==> config.mk <==
export PLATFORM = sky130hd
export DESIGN_NAME = lcd_9bit_spi_word_packer_flat
export DESIGN_NICKNAME = d
export VERILOG_FILES = /design/src/rtl/lcd9_pkg.sv /design/src/rtl/lcd9_stream_if.sv /design/src/rtl/lcd9_front.sv /design/src/rtl/lcd9_queue.sv /design/src/rtl/lcd9_back.sv /design/src/rtl/lcd_9bit_spi_word_packer.sv /design/src/flat_wrapper.sv
export SDC_FILE = /design/constraint.sdc
export NUM_CORES = 1
export LEC_CHECK = 0
export CORE_MARGIN = 5
export CORE_UTILIZATION = 34
export CTS_CLUSTER_SIZE = 16
export DETAILED_ROUTE_END_ITERATION = 12
export DONT_BUFFER_PORTS = 1
export GPL_ROUTABILITY_DRIVEN = 0
export SLEW_MARGIN = 20
export SYNTH_ARGS = -nofsm -noshare
export SYNTH_HDL_FRONTEND = slang
export SYNTH_SLANG_ARGS = --single-unit
==> constraint.sdc <==
create_clock -name clk -period 4.6 [get_ports clk]
set_input_delay 0.23 -clock clk [delete_from_list [all_inputs] [get_ports clk]]
set_output_delay 0.23 -clock clk [all_outputs]
set_load 0.05 [all_outputs]
==> src/rtl/lcd9_pkg.sv <==
`timescale 1ns / 1ps
`default_nettype none

package lcd9_pkg;

  localparam int WORD_BITS  = 9;
  localparam int BYTE_BITS  = 8;
  localparam int ACC_BITS   = 16;
  localparam int ACC_CNT_W  = 5;
  localparam int Q_DEPTH    = 4;
  localparam int Q_PTR_W    = 2;
  localparam int Q_CNT_W    = 3;

  localparam logic [0:0] REG_SWAP_PAIRS = 1'b0;

  typedef struct packed {
    logic       is_data;
    logic [7:0] value;
    logic       end_of_transfer;
  } in_item_t;

  typedef struct packed {
    logic [7:0] out_byte;
    logic       chunk_end;
    logic       frame_end;
  } out_item_t;

  // one 9-bit word for the packer, eot marks the last word of a transfer
  typedef struct packed {
    logic       dc;
    logic [7:0] value;
    logic       eot;
  } word_t;

endpackage

`default_nettype wire

==> src/rtl/lcd9_stream_if.sv <==
`timescale 1ns / 1ps
`default_nettype none

interface lcd9_stream_if #(
  parameter type payload_t = logic
);
  logic     valid;
  logic     ready;
  payload_t data;

  modport source (output valid, output data, input ready);
  modport sink (input valid, input data, output ready);
endinterface

`default_nettype wire

==> src/rtl/lcd9_front.sv <==
`timescale 1ns / 1ps
`default_nettype none

module lcd9_front (
  input  logic              clk,
  input  logic              rst_n,
  input  logic              swap_pairs,
  input  logic              in_valid,
  input  lcd9_pkg::in_item_t in_data,
  output logic              in_ready,
  output logic              push,
  output lcd9_pkg::word_t   push_word,
  input  logic              q_full
);

  logic            held_v_r, held_v_nxt;
  logic [7:0]      held_r, held_nxt;
  logic            sec_v_r, sec_v_nxt;
  lcd9_pkg::word_t sec_r, sec_nxt;

  logic            accept;
  logic            hold_case;
  logic            pair_case;
  logic            two_words;
  lcd9_pkg::word_t first_w;
  lcd9_pkg::word_t second_w;

  assign in_ready = !sec_v_r && !q_full;
  assign accept   = in_valid && in_ready;

  always_comb begin
    hold_case = swap_pairs && in_data.is_data && !held_v_r && !in_data.end_of_transfer;
    pair_case = swap_pairs && in_data.is_data && held_v_r;
    two_words = 1'b0;
    first_w   = '{dc: in_data.is_data, value: in_data.value, eot: in_data.end_of_transfer};
    second_w  = first_w;
    if (pair_case) begin
      // pixel byte order: newer byte goes out first
      two_words = 1'b1;
      first_w   = '{dc: 1'b1, value: in_data.value, eot: 1'b0};
      second_w  = '{dc: 1'b1, value: held_r, eot: in_data.end_of_transfer};
    end else if (held_v_r) begin
      two_words = 1'b1;
      first_w   = '{dc: 1'b1, value: held_r, eot: 1'b0};
      second_w  = '{dc: in_data.is_data, value: in_data.value,
                    eot: in_data.end_of_transfer};
    end
  end

  assign push      = sec_v_r ? !q_full : (accept && !hold_case);
  assign push_word = sec_v_r ? sec_r : first_w;

  always_comb begin
    held_v_nxt = held_v_r;
    held_nxt   = held_r;
    sec_v_nxt  = sec_v_r;
    sec_nxt    = sec_r;
    if (sec_v_r && !q_full) begin
      sec_v_nxt = 1'b0;
    end
    if (accept) begin
      if (hold_case) begin
        held_v_nxt = 1'b1;
        held_nxt   = in_data.value;
      end else begin
        held_v_nxt = 1'b0;
        sec_v_nxt  = two_words;
        sec_nxt    = second_w;
      end
    end
  end

  always_ff @(posedge clk) begin
    if (!rst_n) begin
      held_v_r <= 1'b0;
      held_r   <= '0;
      sec_v_r  <= 1'b0;
    end else begin
      held_v_r <= held_v_nxt;
      held_r   <= held_nxt;
      sec_v_r  <= sec_v_nxt;
    end
    sec_r <= sec_nxt;
  end

endmodule

`default_nettype wire

==> src/rtl/lcd9_queue.sv <==
`timescale 1ns / 1ps
`default_nettype none

module lcd9_queue (
  input  logic            clk,
  input  logic            rst_n,
  input  logic            push,
  input  lcd9_pkg::word_t push_word,
  output logic            full,
  input  logic            pop,
  output logic            not_empty,
  output lcd9_pkg::word_t head
);

  lcd9_pkg::word_t                 mem_r [lcd9_pkg::Q_DEPTH];
  logic [lcd9_pkg::Q_PTR_W-1:0]    wr_ptr_r, rd_ptr_r;
  logic [lcd9_pkg::Q_CNT_W-1:0]    cnt_r;
  logic                            do_push, do_pop;

  assign full      = (cnt_r == lcd9_pkg::Q_CNT_W'(lcd9_pkg::Q_DEPTH));
  assign not_empty = (cnt_r != '0);
  assign head      = mem_r[rd_ptr_r];
  assign do_push   = push && !full;
  assign do_pop    = pop && not_empty;

  always_ff @(posedge clk) begin
    if (!rst_n) begin
      wr_ptr_r <= '0;
      rd_ptr_r <= '0;
      cnt_r    <= '0;
    end else begin
      if (do_push) begin
        wr_ptr_r <= wr_ptr_r + 1'b1;
      end
      if (do_pop) begin
        rd_ptr_r <= rd_ptr_r + 1'b1;
      end
      if (do_push && !do_pop) begin
        cnt_r <= cnt_r + 1'b1;
      end else if (do_pop && !do_push) begin
        cnt_r <= cnt_r - 1'b1;
      end
    end
    if (do_push) begin
      mem_r[wr_ptr_r] <= push_word;
    end
  end

endmodule

`default_nettype wire

==> src/rtl/lcd9_back.sv <==
`timescale 1ns / 1ps
`default_nettype none

module lcd9_back #(
  parameter int CHUNK_BYTES = 126
) (
  input  logic                clk,
  input  logic                rst_n,
  input  logic                word_valid,
  input  lcd9_pkg::word_t     word,
  output logic                pop,
  output logic                out_valid,
  output lcd9_pkg::out_item_t out_data,
  input  logic                out_ready
);

  localparam int CNT_W = $clog2(CHUNK_BYTES);

  logic [lcd9_pkg::ACC_BITS-1:0]  acc_r, acc_nxt, acc_e;
  logic [lcd9_pkg::ACC_CNT_W-1:0] fill_r, fill_nxt, fill_e;
  logic                           pend_r, pend_nxt;
  logic [CNT_W-1:0]               chunk_r, chunk_nxt;
  logic                           out_v_r, out_v_nxt;
  lcd9_pkg::out_item_t            out_r, out_nxt;

  logic                           can_out;
  logic                           have_byte;
  logic                           emit;
  logic                           fe;
  logic                           ce;
  logic [lcd9_pkg::ACC_BITS-1:0]  word_bits;

  assign can_out   = !out_v_r || out_ready;
  assign have_byte = (fill_r >= lcd9_pkg::ACC_CNT_W'(lcd9_pkg::BYTE_BITS));
  assign emit      = can_out && (have_byte || (pend_r && (fill_r != '0)));
  // last byte of a transfer: exactly one byte left, or the zero padded rest
  assign fe        = pend_r &&
                     (!have_byte || (fill_r == lcd9_pkg::ACC_CNT_W'(lcd9_pkg::BYTE_BITS)));
  assign ce        = fe || (chunk_r == CNT_W'(CHUNK_BYTES - 1));

  assign word_bits = {word.dc, word.value,
                      (lcd9_pkg::ACC_BITS - lcd9_pkg::WORD_BITS)'(0)};

  always_comb begin
    acc_e  = acc_r;
    fill_e = fill_r;
    if (emit) begin
      acc_e  = acc_r << lcd9_pkg::BYTE_BITS;
      fill_e = have_byte ? fill_r - lcd9_pkg::ACC_CNT_W'(lcd9_pkg::BYTE_BITS) : '0;
    end
  end

  assign pop = word_valid && !pend_r && (fill_e < lcd9_pkg::ACC_CNT_W'(lcd9_pkg::BYTE_BITS));

  always_comb begin
    acc_nxt   = acc_e;
    fill_nxt  = fill_e;
    pend_nxt  = pend_r && !(emit && fe);
    chunk_nxt = chunk_r;
    out_v_nxt = out_v_r && !out_ready;
    out_nxt   = out_r;
    if (pop) begin
      acc_nxt  = acc_e | (word_bits >> fill_e[2:0]);
      fill_nxt = fill_e + lcd9_pkg::ACC_CNT_W'(lcd9_pkg::WORD_BITS);
      pend_nxt = word.eot;
    end
    if (emit) begin
      chunk_nxt = ce ? '0 : chunk_r + 1'b1;
      out_v_nxt = 1'b1;
      out_nxt   = '{out_byte: acc_r[lcd9_pkg::ACC_BITS-1 -: lcd9_pkg::BYTE_BITS],
                    chunk_end: ce, frame_end: fe};
    end
  end

  always_ff @(posedge clk) begin
    if (!rst_n) begin
      acc_r   <= '0;
      fill_r  <= '0;
      pend_r  <= 1'b0;
      chunk_r <= '0;
      out_v_r <= 1'b0;
    end else begin
      acc_r   <= acc_nxt;
      fill_r  <= fill_nxt;
      pend_r  <= pend_nxt;
      chunk_r <= chunk_nxt;
      out_v_r <= out_v_nxt;
    end
    out_r <= out_nxt;
  end

  assign out_valid = out_v_r;
  assign out_data  = out_r;

endmodule

`default_nettype wire

==> src/rtl/lcd_9bit_spi_word_packer.sv <==
`timescale 1ns / 1ps
`default_nettype none

// Packs 9-bit LCD words (DC bit then eight bits) MSB first into a byte stream. The front
// takes one request per cycle unless its second word or a full queue stalls it, and
// makes zero, one or two words (none when swap mode holds a data byte, two when a held
// byte goes out, reversed if the new item is data); a four-word queue feeds the back,
// which shifts one word a cycle into a 16-bit accumulator while under eight bits wait
// and no transfer end is pending, and sends at most one byte a cycle through a
// registered output that sets the sustained rate. A transfer's final byte is zero padded
// when bits are left over. chunk_end marks every CHUNK_BYTES-th byte and the last byte
// of a transfer, which frame_end also marks. Register swap_pairs is at byte address 0.
module lcd_9bit_spi_word_packer #(
  parameter int CHUNK_BYTES = 126
) (
  input  logic                 clk,
  input  logic                 rst_n,
  lcd9_stream_if.sink          in_ch,
  lcd9_stream_if.source        out_ch,
  input  logic                 cfg_psel,
  input  logic                 cfg_penable,
  input  logic                 cfg_pwrite,
  input  logic [2:0]           cfg_paddr,
  input  logic [31:0]          cfg_pwdata,
  output logic [31:0]          cfg_prdata,
  output logic                 cfg_pready
);

  logic            swap_pairs_r;
  logic            q_push, q_full, q_pop, q_not_empty;
  lcd9_pkg::word_t q_in_word, q_head;
  logic            cfg_sel_swap;

  assign cfg_pready   = 1'b1;
  assign cfg_sel_swap = (cfg_paddr[2:2] == lcd9_pkg::REG_SWAP_PAIRS);
  assign cfg_prdata   = cfg_sel_swap ? {31'b0, swap_pairs_r} : 32'b0;

  always_ff @(posedge clk) begin
    if (!rst_n) begin
      swap_pairs_r <= 1'b0;
    end else if (cfg_psel && cfg_penable && cfg_pwrite && cfg_sel_swap) begin
      swap_pairs_r <= cfg_pwdata[0];
    end
  end

  lcd9_front u_front (
    .clk        (clk),
    .rst_n      (rst_n),
    .swap_pairs (swap_pairs_r),
    .in_valid   (in_ch.valid),
    .in_data    (in_ch.data),
    .in_ready   (in_ch.ready),
    .push       (q_push),
    .push_word  (q_in_word),
    .q_full     (q_full)
  );

  lcd9_queue u_queue (
    .clk       (clk),
    .rst_n     (rst_n),
    .push      (q_push),
    .push_word (q_in_word),
    .full      (q_full),
    .pop       (q_pop),
    .not_empty (q_not_empty),
    .head      (q_head)
  );

  lcd9_back #(
    .CHUNK_BYTES (CHUNK_BYTES)
  ) u_back (
    .clk        (clk),
    .rst_n      (rst_n),
    .word_valid (q_not_empty),
    .word       (q_head),
    .pop        (q_pop),
    .out_valid  (out_ch.valid),
    .out_data   (out_ch.data),
    .out_ready  (out_ch.ready)
  );

endmodule

`default_nettype wire

==> src/flat_wrapper.sv <==
// flat-port wrapper written by rule: the top's interface ports become plain ports
module lcd_9bit_spi_word_packer_flat 
#(
  parameter int CHUNK_BYTES = 126
)
  (clk, rst_n, cfg_psel, cfg_penable, cfg_pwrite, cfg_paddr, cfg_pwdata, cfg_prdata, cfg_pready, in_ch_valid, in_ch_data, in_ch_ready, out_ch_valid, out_ch_data, out_ch_ready);
  lcd9_stream_if in_ch_i ();
  lcd9_stream_if out_ch_i ();
  input  logic clk;
  input  logic rst_n;
  input  logic cfg_psel;
  input  logic cfg_penable;
  input  logic cfg_pwrite;
  input  logic [2:0] cfg_paddr;
  input  logic [31:0] cfg_pwdata;
  output logic [31:0] cfg_prdata;
  output logic cfg_pready;
  input wire logic [$bits(in_ch_i.valid)-1:0] in_ch_valid;
  input wire logic [$bits(in_ch_i.data)-1:0] in_ch_data;
  output wire logic [$bits(in_ch_i.ready)-1:0] in_ch_ready;
  output wire logic [$bits(out_ch_i.valid)-1:0] out_ch_valid;
  output wire logic [$bits(out_ch_i.data)-1:0] out_ch_data;
  input wire logic [$bits(out_ch_i.ready)-1:0] out_ch_ready;
  assign in_ch_i.valid = in_ch_valid;
  assign in_ch_i.data = in_ch_data;
  assign in_ch_ready = in_ch_i.ready;
  assign out_ch_valid = out_ch_i.valid;
  assign out_ch_data = out_ch_i.data;
  assign out_ch_i.ready = out_ch_ready;
  lcd_9bit_spi_word_packer #(.CHUNK_BYTES(CHUNK_BYTES)) u_core (.clk(clk), .rst_n(rst_n), .in_ch(in_ch_i), .out_ch(out_ch_i), .cfg_psel(cfg_psel), .cfg_penable(cfg_penable), .cfg_pwrite(cfg_pwrite), .cfg_paddr(cfg_paddr), .cfg_pwdata(cfg_pwdata), .cfg_prdata(cfg_prdata), .cfg_pready(cfg_pready));
endmodule
==> impl_metrics.tcl, run 1 <==
set metrics [dict create \
    status "complete, no violations" \
    endpoint "u_core.u_queue.cnt_r[2]" \
    route.final.wire_length_um 2100 \
    avgSynthCellArea_um2 9.20 \
    cts_resized 0 \
    finalSetupViolations 0 \
    final_nets 203 \
    cts.sinks 22 \
    worst-path-max-fanout 6 \
    combPwrFrac_pct 45.4 \
    crit_type "register to register" \
    synth_fa_ha_area_share_pct 7.64 \
    die_area_um2 5530 \
    clockBufferDepth 2 \
    muxShareOfSynthArea_pct 7.29 \
    drc 0 \
    cellPowerDensity_nw_per_um2 661 \
    antenna_found_initial 0 \
    worstPathArrival_ps 3210 \
    root_buffer "clkbuf_8" \
    area_growth_pct -0.622 \
    power_frac_seq_pct 35.1 \
    ys.warnings.count 0 \
    worstSetupStartpoint "u_core.u_back.fill_r[3]" \
    fin_setup_tns_ps 0 \
    reg2reg_from "u_core.u_back.fill_r[3]" \
    mostFrequentLayoutCells "conb_1, dfxtp_1, nand2_1" \
    crit_chain "inv_1 -> ha_1 -> o311ai_1 -> nor3b_2 -> nand2_2 -> ha_1 -> inv_1 -> fa_1 -> xor2_1 -> or3_1 -> a21oi_1" \
    worst_path_max_delay_cell "o311ai_1" \
    reg2reg_to "u_core.u_queue.cnt_r[2]" \
    ctsHoldBuffers 0 \
    grt_use_total_pct 8.65 \
    first_global_vias 829 \
    critPathCaptureType "register" \
    p_int_mw 0.525 \
    port_buffers 0 \
    path_clk_slew_ps 80 \
    grt_max_degree 14 \
    clk_latency_ps 260 \
    cts-buffers-inserted 3 \
    synth-compound-area-share_pct 7.20 \
    synth_seq_area_share_pct 34.8 \
    yosys.area_share.simple_pct 20.6 \
    cts_tree "yes" \
    min_period_ps 3010 \
    rrSetupSlack_ps 1590 \
    fp.dieH_um 74.3 \
    firstDrtPassIters 4 \
    postLayoutCellArea_um2 1400 \
    startpoint_type "register" \
    final_common_cell "conb_1" \
    drtIter0Drc 39 \
    synth_top_family_by_area "simple AND/OR/NAND/NOR gates" \
    io_pins 79 \
    vias 878 \
    fin_skew_ps 2.40 \
    worst_pin_slew_ps 933 \
    grt_pass1_wl_um 3750 \
    max_stage_delay_ps 440 \
    placed_area_um2 1330 \
    switchingPower_mw 0.400 \
    vdd_drop_max_mv 0.223 \
    num_rows 23 \
    cap_violations 0 \
    coreArea_um2 4000 \
    hold_path.class "primary input to register" \
    post_cts_buffers 0 \
    worstRegToRegCells 11 \
    cts_htree_levels 1 \
    avgViaCountPerCell 4.37 \
    slew_headroom_pct 37.6 \
    ant_nets 0 \
    syn_inst 153 \
    synth_cell_types 40 \
    timing.fmax_mhz 332 \
    finalCritPeriodShare_pct 65.5 \
    drive_gt1_share_pct 7.95 \
    swShare_pct 43.2 \
    worstPathRequired_ps 4800 \
    grt_overflow 0 \
    synth_xor_area_share_pct 1.87 \
    cellLeakagePower_nw 0.632 \
    diodes 0 \
    avgRoutedWirePerCell_um 10.5 \
    slew_violations 0 \
    hold_viol 0 \
    start_util_pct 35.2 \
    rsz0062_at_grt "no" \
    ys_seq_elements 22 \
    syn_area_um2 1410 \
    hpwl_um 1640 \
    die_w_um 74.3 \
    p_clk_share_pct 19.5 \
]
-- layout make-up --
class,count,area (um2)
clock buffers,3,41.3
clock inverters,1,30.0
fillers,420,2600
inverters,7,26.3
multi-input cells,118,748
flip-flops and latches,22,490
well taps,50,62.6
-- cell usage after synthesis (all sizes together) --
cell     n  area, um2
xnor2    1       8.76
a21oi    7       42.5
nor3b    1       12.5
buf     32        240
a31oi    1       6.26
mux4     1       22.5
and3     4       25.0
xor2     2       17.5
dfxtp   17        340
nand3b   2       15.0
conb     2       7.51
or3      1       6.26
o21a     1       7.51
clkbuf   4       15.0
or4      1       11.3
nand3    4       20.0
mux2i    8       80.1
nand4    2       12.5
o311ai   1       8.76
inv      7       26.3
o21ai    4       20.0
nor2b    1       6.26
nand4b   1       8.76
and2b    1       7.51
nor4     2       27.5
a21o     1       7.51
nand2   11       43.8
nor3     2       10.0
a41oi    1       8.76
nor2     9       33.8
nand2b   5       31.3
and2     3       18.8
fa       1       20.0
edfxtp   5        150
ha       7       87.6
-- worst max-delay path, delay by kind of cell, from the launching register on --
family / cells / cell delay, ps
adders and majority gates: 3 / 960
and+or+nand+nor: 3 / 630
AOI/OAI and AO/OA: 2 / 600
DFF: 1 / 380
xor gates and xnor gates: 1 / 180
buffers and inverters: 2 / 170
-- registers in the layout, indices dropped and copies added, names as in the netlist, named ones only --
signal                   count
u_core.u_back.out_valid      1
u_core.u_back.pend_r         1
u_core.u_queue.wr_ptr_r      2
u_core.u_queue.cnt_r         3
u_core.u_queue.mem_r         4
u_core.u_queue.rd_ptr_r      2
u_core.u_back.fill_r         5
u_core.u_back.out_data       1
u_core.swap_pairs_r          1
-- worst min-delay path by stage --
stage                     from                      end  slack (ps)  cells past startpoint
floorplan           in_ch_data  u_core.u_queue.mem_r[0]         330                      0
global placement    in_ch_data  u_core.u_queue.mem_r[2]         330                      0
detailed placement  in_ch_data  u_core.u_queue.mem_r[3]         330                      0
CTS                 in_ch_data  u_core.u_queue.mem_r[3]          40                      0
global route        in_ch_data  u_core.u_queue.mem_r[2]          40                      0
finish              in_ch_data  u_core.u_queue.mem_r[3]          60                      0
-- cells by family (layout without fill, tap and decap cells) --
| logic type | Yosys count | after routing |
|---|---|---|
| flops | 22 | 22 |
| xor+xnor | 3 | 3 |
| mux | 9 | 9 |
| buf+inv | 43 | 11 |
| fa+ha+maj | 8 | 8 |
| other cells | 2 | 32 |
| compound gates | 16 | 16 |
| simple gates | 50 | 50 |
-- power by group through the flow --
stage | logic (mW) | registers [mW] | clock network (mW)
after global routing | 0.481 | 0.337 | 0.197
after floorplan | 0.389 | 0.320 | 0
after CTS | 0.422 | 0.326 | 0.189
final | 0.419 | 0.325 | 0.180
after global placement | 0.414 | 0.329 | 0
after detailed placement | 0.420 | 0.330 | 0
-- routing by layer --
metal	global-route usage (%)	vias up	share of wire, %
met1	11.9	394	46
met2	12.7	33	43
met3	3.65	2	11
met4	1.78	0	0.19
met5	0	-	0
li1	-	449	-
-- through the flow --
step                      hold slack [ps]  worst slack (ps)  std cells  total power, mW  util, %
after global routing                 35.5              1290        201             1.01     35.0
after floorplan                       329              1830        183            0.709        -
after CTS                            44.7              1590        201            0.937     35.0
after global placement                329              1670        197            0.743     33.2
final                                56.4              1590        201            0.924     35.0
after detailed placement              329              1620        197            0.750     33.2
(Power assumes the default switching activity.)
==> run 2, diff against run 1 <==
==> constraint.sdc (replaced) <==
create_clock -name clk -period 2.5 [get_ports clk]
set_input_delay 0.125 -clock clk [delete_from_list [all_inputs] [get_ports clk]]
set_output_delay 0.125 -clock clk [all_outputs]
set_load 0.05 [all_outputs]
==> run 2 against run 1 <==
Compared with the run above:
- critical path depth shrank 1
- clock skew increased by 2.0 ps
- sequential share of layout area down 2.5 points
- critical path type unchanged
==> impl_metrics.tcl, run 2 (synthesis results as in run 1) <==
set metrics [dict create \
    crit_type "register to register" \
    io_pins 79 \
    hold_depth 2 \
    cts_tree "yes" \
    cellPowerDensity_nw_per_um2 1210 \
    placed_area_um2 1450 \
    ant_nets 0 \
    fillers 414 \
    finalCritPeriodShare_pct 97.8 \
    final_common_cell "conb_1" \
    status "complete, no violations" \
    avgRoutedWirePerCell_um 11.7 \
    cap_violations 0 \
    root_buffer "clkbuf_8" \
    preCtsSetupSlack_ps -51.7 \
    largest_reg_flops 5 \
    grt_pass1_wl_um 4020 \
    path_clk_slew_ps 80 \
    rrSetupSlack_ps 50 \
    worst-path-max-fanout 2 \
    worstRegToRegCells 10 \
    diodes 0 \
    antenna_found_initial 0 \
    mostFrequentLayoutCells "conb_1, dfxtp_1, nand2_1, buf_4, nor2_1" \
    worst_pin_slew_ps 941 \
    hp-start "rst_n" \
    die_w_um 74.3 \
    route.final.wire_length_um 2480 \
    total_power_mw 1.84 \
    fp.dieH_um 74.3 \
    worstPathRequired_ps 2700 \
    slew_headroom_pct 37.1 \
    fin_setup_tns_ps 0 \
    vdd_drop_max_mv 0.433 \
    num_rows 23 \
    fin_util_pct 38.0 \
    slew_violations 0 \
    top_register "u_core.u_back.fill_r" \
    reg2reg_to "u_core.u_queue.cnt_r[2]" \
    holdPathEnd "u_core.u_back.fill_r[1]" \
    grt_use_total_pct 9.35 \
    hpwl_um 1970 \
    hold_path.class "primary input to register" \
    min_period_ps 2450 \
    holdWs_ps 5.70 \
    avgViaCountPerCell 4.42 \
    cts.sinks 22 \
    postLayoutCellArea_um2 1520 \
    fin_skew_ps 4.37 \
    clockBufferDepth 2 \
    hold_viol 0 \
    port_buffers 0 \
    stdcell_count 213 \
    grt_overflow 0 \
    finalSetupViolations 0 \
    startpoint_type "register" \
    first_global_vias 912 \
    critPathCaptureType "register" \
    area_growth_pct 8.09 \
    drtIter0Drc 33 \
    rsz0062_at_grt "yes" \
    reg2reg_from "u_core.u_back.fill_r[0]" \
    cts_htree_levels 1 \
    drive_gt1_share_pct 19.0 \
    start_util_pct 35.2 \
    final_nets 215 \
    die_area_um2 5530 \
    place_inst 207 \
    clk_latency_ps 260 \
    drc 0 \
    setup_ws_ps 54.9 \
    grt_max_degree 13 \
    cellLeakagePower_nw 0.683 \
    timing.fmax_mhz 409 \
    coreArea_um2 4000 \
    reg.largest.list "u_core.u_back.fill_r (5), u_core.u_queue.mem_r (4), u_core.u_queue.cnt_r (3)" \
    cts-buffers-inserted 3 \
    vias 942 \
    firstDrtPassIters 4 \
    worstPathArrival_ps 2650 \
]
run 2: changes by cell type in the layout (fill, tap and decap cells not counted), sizes merged:
cell and delta:
buf +10, bufinv -1, clkinv +1, dlygate4sd3 +2
run 2: layout make-up:
type                            instances  area, um2  area share (%)
Clock buffer                            3       41.3            2.71
Inverter                                7       26.3            1.73
Multi-Input combinational cell        118        797            52.4
Sequential cell                        22        495            32.6
Timing Repair Buffer                   12       95.1            6.25
Tap cell                               50       62.6            4.11
Clock inverter                          1       3.75           0.247
run 2: power breakdown:
group	switching, mW	total, mW	internal [mW]	leakage [nW]
registers	0.102	0.574	0.471	0.188
clock network	0.114	0.223	0.110	0.0231
logic	0.587	1.05	0.458	0.472
total	0.803	1.84	1.04	0.683
run 2: how the worst max path moves through the flow:
| stage | from | to | slack (ps) |
|---|---|---|---|
| 2_1_floorplan | u_core.u_back.fill_r[0] | u_core.u_queue.cnt_r[2] | -30 |
| 3_3_place_gp | u_core.u_back.fill_r[0] | u_core.u_queue.cnt_r[2] | 10 |
| 3_5_place_dp | u_core.u_back.fill_r[0] | u_core.u_queue.cnt_r[2] | -50 |
| 4_1_cts | u_core.u_back.fill_r[3] | u_core.u_queue.cnt_r[2] | 10 |
| 5_1_grt | u_core.u_back.fill_r[0] | u_core.u_queue.cnt_r[2] | -70 |
| 6_report | u_core.u_back.fill_r[0] | u_core.u_queue.cnt_r[2] | 50 |
run 2: repair_timing:
item,CTS,global route
buffers inserted,0,0
pin swaps,1,1
hold endpoints to repair,5,0
resized for setup,0,3
hold buffers,2,0
endpoints found under the setup margin,1,1
run 2: worst max-delay path, stage by stage, from the launching register on:
cell	delay [ps]
dfxtp_2	330
or4_4	550
nor4_4	190
nor3b_2	90
nand2_2	100
ha_4	140
inv_1	50
fa_2	330
xor2_1	160
or3_1	330
a21oi_2	130
run 2: routing by layer:
metal	wire length [um]	track usage, %
met1	1030	11.3
met4	21	2.96
met3	202	3.38
met2	1230	15.6
met5	0	0
